## config.mk

```make
export PLATFORM = sky130hd
export DESIGN_NAME = rect_track_association_table_core
export DESIGN_NICKNAME = d
export VERILOG_FILES = /design/src/rtat_pkg.sv /design/src/rect_track_association_table_core.sv
export VERILOG_INCLUDE_DIRS = /design/src /design/src/src
export SDC_FILE = /design/constraint.sdc
export NUM_CORES = 2
export LEC_CHECK = 0
export ABC_AREA = 1
export BUFFER_PORTS_ARGS = -buffer_cell sky130_fd_sc_hd__buf_4
export CORE_MARGIN = 2
export CORE_UTILIZATION = 64
export DETAILED_ROUTE_END_ITERATION = 7
export PLACE_DENSITY = 0.91
export RECOVER_POWER = 25
export SETUP_SLACK_MARGIN = 0.3
export SLEW_MARGIN = 30
export SYNTH_ARGS = -nofsm -noshare
export SYNTH_HDL_FRONTEND = slang
export SYNTH_SLANG_ARGS = --single-unit
```

## constraint.sdc

```tcl
create_clock -name i_clk -period 10.4 [get_ports i_clk]
set_input_delay 2.08 -clock i_clk [delete_from_list [all_inputs] [get_ports i_clk]]
set_output_delay 2.08 -clock i_clk [all_outputs]
set_load 0.05 [all_outputs]
```

## src/rect_track_association_table_core_macros.svh

```systemverilog
// assertion macros for the rectangle track table core
// used by rect_track_association_table_core.sv, needs i_clk and i_rst_n in scope
`ifndef RECT_TRACK_ASSOCIATION_TABLE_CORE_MACROS_SVH
`define RECT_TRACK_ASSOCIATION_TABLE_CORE_MACROS_SVH

// same-cycle implication
`define RTAT_ASSERT_NOW(label, cond, consq, msg) \
    label: assert property (@(posedge i_clk) disable iff (!i_rst_n) (cond) |-> (consq)) \
        else $error(msg);

// next-cycle implication
`define RTAT_ASSERT_NEXT(label, cond, consq, msg) \
    label: assert property (@(posedge i_clk) disable iff (!i_rst_n) (cond) |=> (consq)) \
        else $error(msg);

`endif

```

## src/rtat_pkg.sv

```systemverilog
// types and constants of the rectangle track table
// no dependencies
`timescale 1ns / 1ps

package rtat_pkg;

    localparam int COORD_W       = 16;
    localparam int ANGLE_W       = 12;
    localparam int AREA_IN_W     = 21;
    localparam int RADIUS_W      = 8;
    localparam int STATUS_W      = 3;
    localparam int MATCH_CNT_W   = 5;
    localparam int ENTRY_IDX_W   = 4;
    localparam int CFG_IDX_W     = 2;
    localparam int CFG_DATA_W    = 21;

    localparam logic [RADIUS_W-1:0]  MATCH_RADIUS_RST = 8'd20;
    localparam logic [AREA_IN_W-1:0] MIN_AREA_RST     = 21'd1000;

    localparam logic [CFG_IDX_W-1:0] REG_MATCH_RADIUS = 2'd0;
    localparam logic [CFG_IDX_W-1:0] REG_MIN_AREA     = 2'd1;

    localparam logic FUNC_SUBMIT = 1'b0;
    localparam logic FUNC_DUMP   = 1'b1;

    localparam logic [STATUS_W-1:0] ST_IGNORED  = 3'd0;
    localparam logic [STATUS_W-1:0] ST_MATCHED  = 3'd1;
    localparam logic [STATUS_W-1:0] ST_APPENDED = 3'd2;
    localparam logic [STATUS_W-1:0] ST_FULL     = 3'd3;
    localparam logic [STATUS_W-1:0] ST_DUMP     = 3'd4;
    localparam logic [STATUS_W-1:0] ST_EMPTY    = 3'd5;

    typedef struct packed {
        logic                       func;
        logic [COORD_W-1:0]         center_x;
        logic [COORD_W-1:0]         center_y;
        logic [COORD_W-1:0]         rect_width;
        logic [COORD_W-1:0]         rect_height;
        logic signed [ANGLE_W-1:0]  rect_angle;
        logic [AREA_IN_W-1:0]       contour_area;
    } t_req;

    typedef struct packed {
        logic [STATUS_W-1:0]        status;
        logic [MATCH_CNT_W-1:0]     match_count;
        logic [ENTRY_IDX_W-1:0]     entry_index;
        logic [COORD_W-1:0]         out_center_x;
        logic [COORD_W-1:0]         out_center_y;
        logic [COORD_W-1:0]         out_width;
        logic [COORD_W-1:0]         out_height;
        logic signed [ANGLE_W-1:0]  out_angle;
        logic                       last;
    } t_res;

    typedef struct packed {
        logic [COORD_W-1:0]         center_x;
        logic [COORD_W-1:0]         center_y;
        logic [COORD_W-1:0]         width;
        logic [COORD_W-1:0]         height;
        logic signed [ANGLE_W-1:0]  angle;
    } t_entry;

endpackage

```

## src/rect_track_association_table_core.sv

```systemverilog
// rectangle track table: entry memory, similarity scan pipeline, dump and result logic
// depends on rtat_pkg and rect_track_association_table_core_macros.svh
`timescale 1ns / 1ps
`include "rect_track_association_table_core_macros.svh"

//  channel | direction | handshake                   | payload
//  --------+-----------+-----------------------------+-------------------
//  in      | to core   | i_in_valid / o_in_stall     | i_in_req (t_req)
//  out     | from core | o_out_valid / i_out_stall   | o_out_res (t_res)
//  cfg     | to core   | i_cfg_we                    | i_cfg_idx, i_cfg_data
//
// a submit: products set up in S_PREP and S_PREP2 (an area under the minimum skips to
// the result), one read a cycle over the filled slots, a pipeline drain, then the result
// a dump reads the entries one at a time through the single memory read port
// one request is worked on at a time; a new one is taken while the last result waits
// reset is synchronous, active low; it empties the table, memory contents are not cleared

module rect_track_association_table_core #(
    parameter int TABLE_DEPTH     = 16,
    parameter int COORD_FRAC_BITS = 4
) (
    input  logic                                i_clk,
    input  logic                                i_rst_n,
    input  logic                                i_in_valid,
    output logic                                o_in_stall,
    input  rtat_pkg::t_req                      i_in_req,
    output logic                                o_out_valid,
    input  logic                                i_out_stall,
    output rtat_pkg::t_res                      o_out_res,
    input  logic                                i_cfg_we,
    input  logic [rtat_pkg::CFG_IDX_W-1:0]      i_cfg_idx,
    input  logic [rtat_pkg::CFG_DATA_W-1:0]     i_cfg_data
);

    localparam int CNT_W    = $clog2(TABLE_DEPTH + 1);
    localparam int IDX_W    = (TABLE_DEPTH > 1) ? $clog2(TABLE_DEPTH) : 1;
    localparam int RAD_W    = rtat_pkg::RADIUS_W + COORD_FRAC_BITS;
    localparam int RSQ_W    = 2 * RAD_W;
    localparam int AREA_W   = 2 * rtat_pkg::COORD_W;
    localparam int DSQ_W    = AREA_W + 1;
    localparam int CMP_W    = (RSQ_W > DSQ_W) ? RSQ_W : DSQ_W;
    localparam int AREA_X_W = AREA_W + 4;

    localparam logic [CNT_W-1:0] DEPTH_C = CNT_W'(TABLE_DEPTH);

    localparam logic [2:0] S_IDLE    = 3'd0;
    localparam logic [2:0] S_PREP    = 3'd1;
    localparam logic [2:0] S_PREP2   = 3'd2;
    localparam logic [2:0] S_SCAN    = 3'd3;
    localparam logic [2:0] S_RESULT  = 3'd4;
    localparam logic [2:0] S_DUMP_RD = 3'd5;
    localparam logic [2:0] S_DUMP_LD = 3'd6;

    // configuration
    logic [rtat_pkg::RADIUS_W-1:0]  r_match_radius;
    logic [rtat_pkg::AREA_IN_W-1:0] r_min_area;

    // control
    logic [2:0]         r_state, n_state;
    logic [CNT_W-1:0]   r_count, n_count;
    logic [CNT_W-1:0]   r_iss_cnt, n_iss_cnt;
    logic [CNT_W-1:0]   r_matches, n_matches;
    logic               r_v1, n_v1;
    logic               r_v2, n_v2;
    logic               r_out_valid;

    // payload
    rtat_pkg::t_req     r_req;
    rtat_pkg::t_res     r_out_res, n_out_res;
    rtat_pkg::t_entry   r_rd_data;
    logic               r_small;
    logic [AREA_W-1:0]  r_a_new;
    logic [RSQ_W-1:0]   r_rad_sq;
    logic [AREA_X_W-1:0] r_a7, r_a14;
    logic [IDX_W-1:0]   r_idx1, r_idx2;
    logic [AREA_W-1:0]  r_sqx, r_sqy, r_aold;

    rtat_pkg::t_entry   mem_tab [TABLE_DEPTH];

    logic               out_free, out_load;
    logic               rd_en;
    logic [IDX_W-1:0]   rd_addr;
    logic               mem_we;
    logic [IDX_W-1:0]   mem_waddr;
    rtat_pkg::t_entry   mem_wdata;
    logic [RAD_W-1:0]   rad;
    logic [rtat_pkg::COORD_W-1:0] dx, dy;
    logic [DSQ_W-1:0]   dist_sq;
    logic [AREA_X_W-1:0] ten_old;
    logic               hit;
    logic [CNT_W+rtat_pkg::ENTRY_IDX_W-1:0] iss_wide, cnt_wide;
    logic [CNT_W+rtat_pkg::MATCH_CNT_W-1:0] mat_wide;

    assign o_in_stall  = (r_state != S_IDLE);
    assign o_out_valid = r_out_valid;
    assign o_out_res   = r_out_res;
    assign out_free    = !r_out_valid || !i_out_stall;

    assign rad = RAD_W'(r_match_radius) << COORD_FRAC_BITS;

    // stage 1: distances and stored area
    assign dx = (r_rd_data.center_x > r_req.center_x) ? r_rd_data.center_x - r_req.center_x
                                                      : r_req.center_x - r_rd_data.center_x;
    assign dy = (r_rd_data.center_y > r_req.center_y) ? r_rd_data.center_y - r_req.center_y
                                                      : r_req.center_y - r_rd_data.center_y;

    // stage 2: similarity decision
    assign dist_sq = DSQ_W'(r_sqx) + DSQ_W'(r_sqy);
    assign ten_old = (AREA_X_W'(r_aold) << 3) + (AREA_X_W'(r_aold) << 1);
    assign hit     = (CMP_W'(dist_sq) <= CMP_W'(r_rad_sq)) && (ten_old <= r_a14)
                     && (ten_old >= r_a7);

    assign iss_wide = (CNT_W + rtat_pkg::ENTRY_IDX_W)'(r_iss_cnt);
    assign cnt_wide = (CNT_W + rtat_pkg::ENTRY_IDX_W)'(r_count);
    assign mat_wide = (CNT_W + rtat_pkg::MATCH_CNT_W)'(r_matches);

    assign rd_addr   = r_iss_cnt[IDX_W-1:0];
    assign rd_en     = ((r_state == S_SCAN) && (r_iss_cnt != r_count)) || (r_state == S_DUMP_RD);
    assign mem_waddr = (r_state == S_SCAN) ? r_idx2 : r_count[IDX_W-1:0];

    always_comb begin
        mem_wdata.center_x = r_req.center_x;
        mem_wdata.center_y = r_req.center_y;
        mem_wdata.width    = r_req.rect_width;
        mem_wdata.height   = r_req.rect_height;
        mem_wdata.angle    = r_req.rect_angle;
    end

    always_comb begin
        n_state   = r_state;
        n_count   = r_count;
        n_iss_cnt = r_iss_cnt;
        n_matches = r_matches;
        n_v1      = 1'b0;
        n_v2      = r_v1;
        out_load  = 1'b0;
        mem_we    = 1'b0;
        n_out_res = '0;
        n_out_res.last = 1'b1;
        case (r_state)
            S_IDLE: begin
                if (i_in_valid) begin
                    n_iss_cnt = '0;
                    if (i_in_req.func == rtat_pkg::FUNC_DUMP) begin
                        n_state = (r_count == '0) ? S_RESULT : S_DUMP_RD;
                    end else begin
                        n_state = S_PREP;
                    end
                end
            end
            S_PREP: begin
                n_matches = '0;
                n_state   = (r_req.contour_area < r_min_area) ? S_RESULT : S_PREP2;
            end
            S_PREP2: begin
                n_state = S_SCAN;
            end
            S_SCAN: begin
                if (r_iss_cnt != r_count) begin
                    n_v1      = 1'b1;
                    n_iss_cnt = r_iss_cnt + 1'b1;
                end
                if (r_v2 && hit) begin
                    mem_we    = 1'b1;
                    n_matches = r_matches + 1'b1;
                end
                if ((r_iss_cnt == r_count) && !r_v1 && !r_v2) begin
                    n_state = S_RESULT;
                end
            end
            S_RESULT: begin
                if (out_free) begin
                    out_load = 1'b1;
                    n_state  = S_IDLE;
                    if (r_req.func == rtat_pkg::FUNC_DUMP) begin
                        n_out_res.status = rtat_pkg::ST_EMPTY;
                    end else if (r_small) begin
                        n_out_res.status = rtat_pkg::ST_IGNORED;
                    end else if (r_matches != '0) begin
                        n_out_res.status      = rtat_pkg::ST_MATCHED;
                        n_out_res.match_count = mat_wide[rtat_pkg::MATCH_CNT_W-1:0];
                    end else if (r_count >= DEPTH_C) begin
                        n_out_res.status = rtat_pkg::ST_FULL;
                    end else begin
                        n_out_res.status      = rtat_pkg::ST_APPENDED;
                        n_out_res.entry_index = cnt_wide[rtat_pkg::ENTRY_IDX_W-1:0];
                        mem_we                = 1'b1;
                        n_count               = r_count + 1'b1;
                    end
                end
            end
            S_DUMP_RD: begin
                n_state = S_DUMP_LD;
            end
            S_DUMP_LD: begin
                if (out_free) begin
                    out_load = 1'b1;
                    n_out_res.status       = rtat_pkg::ST_DUMP;
                    n_out_res.entry_index  = iss_wide[rtat_pkg::ENTRY_IDX_W-1:0];
                    n_out_res.out_center_x = r_rd_data.center_x;
                    n_out_res.out_center_y = r_rd_data.center_y;
                    n_out_res.out_width    = r_rd_data.width;
                    n_out_res.out_height   = r_rd_data.height;
                    n_out_res.out_angle    = r_rd_data.angle;
                    n_out_res.last         = (r_iss_cnt + 1'b1 == r_count);
                    if (r_iss_cnt + 1'b1 == r_count) begin
                        n_state = S_IDLE;
                    end else begin
                        n_iss_cnt = r_iss_cnt + 1'b1;
                        n_state   = S_DUMP_RD;
                    end
                end
            end
            default: begin
                n_state = S_IDLE;
            end
        endcase
    end

    always_ff @(posedge i_clk) begin
        if (!i_rst_n) begin
            r_state        <= S_IDLE;
            r_count        <= '0;
            r_iss_cnt      <= '0;
            r_matches      <= '0;
            r_v1           <= 1'b0;
            r_v2           <= 1'b0;
            r_out_valid    <= 1'b0;
            r_match_radius <= rtat_pkg::MATCH_RADIUS_RST;
            r_min_area     <= rtat_pkg::MIN_AREA_RST;
        end else begin
            r_state   <= n_state;
            r_count   <= n_count;
            r_iss_cnt <= n_iss_cnt;
            r_matches <= n_matches;
            r_v1      <= n_v1;
            r_v2      <= n_v2;
            if (out_load) begin
                r_out_valid <= 1'b1;
            end else if (!i_out_stall) begin
                r_out_valid <= 1'b0;
            end
            if (i_cfg_we) begin
                case (i_cfg_idx)
                    rtat_pkg::REG_MATCH_RADIUS: begin
                        r_match_radius <= i_cfg_data[rtat_pkg::RADIUS_W-1:0];
                    end
                    rtat_pkg::REG_MIN_AREA: begin
                        r_min_area <= i_cfg_data[rtat_pkg::AREA_IN_W-1:0];
                    end
                    default: begin
                    end
                endcase
            end
        end
    end

    // datapath registers
    always_ff @(posedge i_clk) begin
        if ((r_state == S_IDLE) && i_in_valid) begin
            r_req <= i_in_req;
        end
        if (r_state == S_PREP) begin
            r_small  <= (r_req.contour_area < r_min_area);
            r_a_new  <= AREA_W'(r_req.rect_width) * AREA_W'(r_req.rect_height);
            r_rad_sq <= RSQ_W'(rad) * RSQ_W'(rad);
        end
        if (r_state == S_PREP2) begin
            r_a7  <= (AREA_X_W'(r_a_new) << 3) - AREA_X_W'(r_a_new);
            r_a14 <= (AREA_X_W'(r_a_new) << 4) - (AREA_X_W'(r_a_new) << 1);
        end
        if (out_load) begin
            r_out_res <= n_out_res;
        end
        r_idx1 <= rd_addr;
        r_idx2 <= r_idx1;
        r_sqx  <= AREA_W'(dx) * AREA_W'(dx);
        r_sqy  <= AREA_W'(dy) * AREA_W'(dy);
        r_aold <= AREA_W'(r_rd_data.width) * AREA_W'(r_rd_data.height);
    end

    // entry memory
    always_ff @(posedge i_clk) begin
        if (mem_we) begin
            mem_tab[mem_waddr] <= mem_wdata;
        end
        if (rd_en) begin
            r_rd_data <= mem_tab[rd_addr];
        end
    end

    `RTAT_ASSERT_NOW(a_count_bound, 1'b1, r_count <= DEPTH_C, "entry count beyond table depth")
    `RTAT_ASSERT_NOW(a_scan_write_slot, (r_state == S_SCAN) && mem_we,
        CNT_W'(r_idx2) < r_count, "overwrite outside filled slots")
    `RTAT_ASSERT_NEXT(a_append_count, (r_state == S_RESULT) && mem_we,
        r_count == $past(r_count) + 1'b1, "append did not grow the table")

endmodule

```

* Word-level counts from Yosys, hierarchy flattened *
Memories as Yosys holds them, arrays and structs flattened. A register that Yosys moved wholly into a read port is not among the register bits.
Index checks and enable logic that the tools add are counted.

word-level totals
  flip-flop bits (word level) = 462
  bits in writable memories = 1216
  bits of input ports = 126
  output and inout port bits = 91
  logic and storage cells = 160
  memories kept = 1

memory list
  name     words  width  rd ports  clocked after memory_dff  wr ports  RTL line                                 source
  mem_tab  16     76     1         1                         1         rect_track_association_table_core.sv:78  rtat_pkg::t_entry mem_tab [TABLE_DEPTH];

cells by class
  $add $sub $neg = 11
  multipliers = 5
  magnitude comparators = 7
  equal/unequal tests = 18
  muxes and demuxes = 47
  bitwise gates (word level) = 6
  reductions and logical operators = 30

operators with widths
  cell                   number
  $mul A16 B16 Y32       4
  $mux W81               1
  $sub A16 B16 Y16       4
  $add A35 B33 Y36       1
  $ge A36 B36 Y1         1
  $le A36 B36 Y1         1
  $sub A35 B32 Y36       1
  $sub A36 B33 Y36       1
  $add A32 B32 Y33       1
  $le A33 B24 Y1         1
  $mux W3                11
  $gt A16 B16 Y1         2
  $mux W16               2
  $mux W5                6
  $lt A21 B21 Y1         1
  $pmux W3 S7            1
  $mux W9                2
  $mul A8 B8 Y16         1
  $add A5 B1 Y5 const B  3
  $mux W1                15
  $pmux W5 S3            1
  $mux W12               1
  $mux W4                3
  $eq A5 B5 Y1           2
  28 further kinds       57

* Depth between registers and ports, before layout *
  depth in word-level cells = 9
  mapped depth = 43
  depth with buffers taken out = 42

* Least setup slack after synthesis *
Ideal clock, no wire load.

  path type = reg-to-reg
  from = register r_req, in the netlist mem_wdata[44]
  to = register r_sqy[28]
  setup time = 72 ps
  data arrival time = 7582 ps
  data required time = 10328 ps
  setup slack = 2747 ps
  stages on the path, launching flop included = 39
  buffers on the path = 1
  period minus slack after synthesis = 7653 ps
  cells stage by stage = edfxtp_1 -> ha_1 -> inv_1 -> fa_1 -> inv_1 -> o21ai_1 -> a21oi_2 -> o21bai_2 -> nand2_1 -> nand3_1 -> nand2_4 -> inv_2 -> buf_6 -> nand2_1 -> nand2_1 -> xor2_4 -> nor2_1 -> fa_1 -> [3 not listed] -> fa_1 -> inv_1 -> fa_1 -> inv_1 -> fa_1 -> inv_1 -> fa_1 -> inv_1 -> ha_1 -> nand2_1 -> nor2_1 -> nand2_1 -> o211ai_1 -> a21boi_0 -> o31ai_1 -> nand3_1 -> o21ai_0 -> xor2_1

between the ends
  word-level cells in the longest chain between the ends = 3
  elaborated cells between the ends (all ways) = 5
  those cells by class = 2 x add/sub; 1 x mul; 1 x order compare; 1 x mux

ends and longest elaborated chain
  item                                      RTL line                                  source
  start: declaration                        rect_track_association_table_core.sv:68   rtat_pkg::t_req r_req;
  start signal: assignment                  rect_track_association_table_core.sv:261  r_req <= i_in_req;
  $sub A16 B16 Y16 (tied with other cells)  rect_track_association_table_core.sv:105  : r_req.center_y - r_rd_data.center_y;
  $mux W16 (*)                              rect_track_association_table_core.sv:104  assign dy = (r_rd_data.center_y > r_req.center_y) ? r_rd_data.center_y - r_req.center_y
  $mul A16 B16 Y32 (*)                      rect_track_association_table_core.sv:278  r_sqy <= AREA_W'(dy) * AREA_W'(dy);
  end signal: assignment                    rect_track_association_table_core.sv:278
  end: declaration                          rect_track_association_table_core.sv:76   logic [AREA_W-1:0] r_sqx, r_sqy, r_aold;

Every way passes the cells marked *; elsewhere a longest branch is shown, timed or not.
A chain may end at the register's enable or synchronous reset.

* Final worst setup path *
Same ends and word-level chain as after synthesis.

==> flow_summary.json <==
{
  "die_w_um": 410,
  "die_y_um": 410,
  "final-setup-viol-count": 0,
  "tritoncts": "yes",
  "drive_gt1_frac": 0.0626,
  "dpl.hpwl_mm": 189,
  "dpl_cell_area_um2": 110000,
  "tns_ps": 0,
  "cts_buffers": 167,
  "drc": 28,
  "critPathMaxFanout": 19,
  "post-cts-setup-buffers": 0,
  "yosys.area.top_type_share": 0.444,
  "clkTransAtPathRegs_ps": 70,
  "htree_levels": 4,
  "drt.antenna.violating_nets": 0,
  "synth_commonest_cells": "inv_1 (1681), edfxtp_1 (1563), nand2_1 (1406)",
  "violations": "DRC, capacitance limit, slew limit",
  "first_global_vias": 82300,
  "final-hold-violation-count": 0,
  "stdcell_area_um2": 115000,
  "drv_cap": 19,
  "maxSlewViolCount": 627,
  "hold_class": "flip-flop to flip-flop",
  "boundaryPins": 217,
  "rsz0062_at_grt": "false",
  "gr-total-overflow": 0,
  "clockBufferDepth": 3,
  "synthTopCellsByArea": "edfxtp_1 (44%), fa_1 (14%), ha_1 (8.3%)",
  "ys.flop_type": "edfxtp_1",
  "place_congestion": 0.967,
  "nets": 11700,
  "whs_ps": 332,
  "slew_headroom": -0.504,
  "r2r_slack_ps": 1570,
  "grt_max_degree": 238,
  "worstSetupEndpointType": "flip-flop",
  "async_reset_ff_frac": 0,
  "cts.sinks": 1715,
  "crit_arrival_ps": 9590,
  "path_delay_family": "adder cells",
  "syn_avg_cell_area_um2": 10.4,
  "ys_ff_latch": 1715,
  "grt_usage": 0.355,
  "die_area_um2": 168000,
  "tightestPinTransition_ps": 2260,
  "drt_first_pass_iters": 8,
  "r2r_start": "mem_wdata[44]$_DFFE_PP_",
  "hold_start": "r_idx1[2]$_DFF_P_",
  "yosys_warnings": 0,
  "synth-edff-count": 1563,
  "num_vias": 78800,
  "r2r_end": "r_sqy[28]$_DFF_P_",
  "avgViaCountPerCell": 6.30,
  "slowest_stage": "edfxtp_1",
  "postCtsResizedCells": 0,
  "grt_pass1_wl_mm": 457,
  "synth_area_um2": 106000,
  "cts-root-buf": "clkbuf_16",
  "crit_buf_inv": 7,
  "period_needed_ps": 8830,
  "synthCells": 10100,
  "synth.most_common_cell": "inv_1",
  "num_rows": 149,
  "fillers": 10500,
  "timing.fmax_mhz": 113,
  "drt_wl_total_mm": 300,
  "rr_worst_depth": 35,
  "synth.distinct_cells": 63,
  "cp-start-kind": "flip-flop",
  "critPathRequiredTime_ps": 11160,
  "coreArea_um2": 164000,
  "worst_skew_pair.late_latency_ps": 860,
  "skew_ps": 75.7,
  "area_delta_synth_final_pct": 9.07,
  "wl_per_cell_um": 24.0,
  "hold_end": "r_idx2[2]$_DFF_P_",
  "ys_seq_area_frac": 0.473,
  "status": "finished, violations left",
  "max_stage_delay_ps": 730,
  "post-route-period-util": 0.849,
  "io_buffers": 216,
  "synth_area_leader_cell": "edfxtp_1",
  "crit_path_start": "mem_wdata[44]$_DFFE_PP_",
  "holdPathStages": 0,
  "drtIter0Drc": 11100,
  "initial_core_util": 0.643,
  "critical_path_class": "flip-flop to flip-flop",
  "path_common_cell": "fa_1",
  "synth_fp_nets": 11700,
  "antenna_found_initial": 17,
  "postCtsHoldBufs": 0
}
-- cells in the final DEF (no fill, tap or decap), types with 172 or more instances in the layout --
cell type	n
fa_1	742
xor2_1	187
a21oi_1	354
nand3_1	195
ha_1	699
edfxtp_1	1563
o21ai_0	774
o221ai_1	223
buf_4	273
nand2_1	1404
clkbuf_16	172
nor2_1	1067
inv_1	1680
-- area by class of cell --
| class | count | area [um^2] | share of cell area |
|---|---|---|---|
| clock inverter | 96 | 1210 | 0.0105 |
| timing repair buffer | 319 | 2620 | 0.0227 |
| multi-input combinational | 6269 | 47800 | 0.415 |
| sequential | 1715 | 50000 | 0.434 |
| tap | 2189 | 2740 | 0.0238 |
| clock buffer | 209 | 4470 | 0.0388 |
| antenna | 7 | 17.5 | 0.000152 |
| inverter | 1708 | 6440 | 0.0559 |
-- stage by stage --
stage                      util  std cells  setup slack (ps)
after floorplan               -      10100              2750
after global placement    0.664      12200              1830
after detailed placement  0.666      12200              1720
after CTS                 0.701      12500              1690
after global routing      0.701      12500              1080
final                     0.701      12500              1570
-- sequential cells by signal (all words and copies together), names as in the netlist, 8 cells and up --
register,count
r_min_area,21
r_match_radius,8
r_a7,36
r_a_new,32
mem_tab,1216
r_aold,32
o_out_res,89
r_sqx,31
r_rd_data,76
r_rad_sq,15
r_sqy,31
r_req,22
mem_wdata,76
-- worst max-delay path by stage --
stage,end,cells past startpoint
CTS,r_sqy[28]$_DFF_P_,35
floorplan,r_sqy[28]$_DFF_P_,38
finish,r_sqy[28]$_DFF_P_,35
global placement,r_sqx[29]$_DFF_P_,31
global route,r_sqy[28]$_DFF_P_,35
detailed placement,r_sqy[28]$_DFF_P_,35
-- cell families (layout without fill, tap and decap cells) --
family,Yosys count,count (layout),share of synthesized area
buffers and inverters,2145,2332,0.0766
adder cells (fa/ha/maj),1441,1441,0.223
XOR/XNOR,278,278,0.0242
AND/OR/NAND/NOR,2821,2821,0.105
other,0,7,0
AO/OA/AOI/OAI,1725,1725,0.0973
multiplexers,4,4,0.000379
flip-flops,1715,1715,0.473
-- routing by layer --
metal  vias up  global-route usage  part of all wire
li1      33700                   -                 -
met1     37500               0.421              0.33
met2      5928               0.580              0.47
met3      1594              0.0786              0.12
met4        20               0.237             0.078
met5         -             0.00115           0.00045
Power is left out: the tool's default activity adds up to more than one toggle a clock period on the data nets, which glitch-free logic cannot reach.
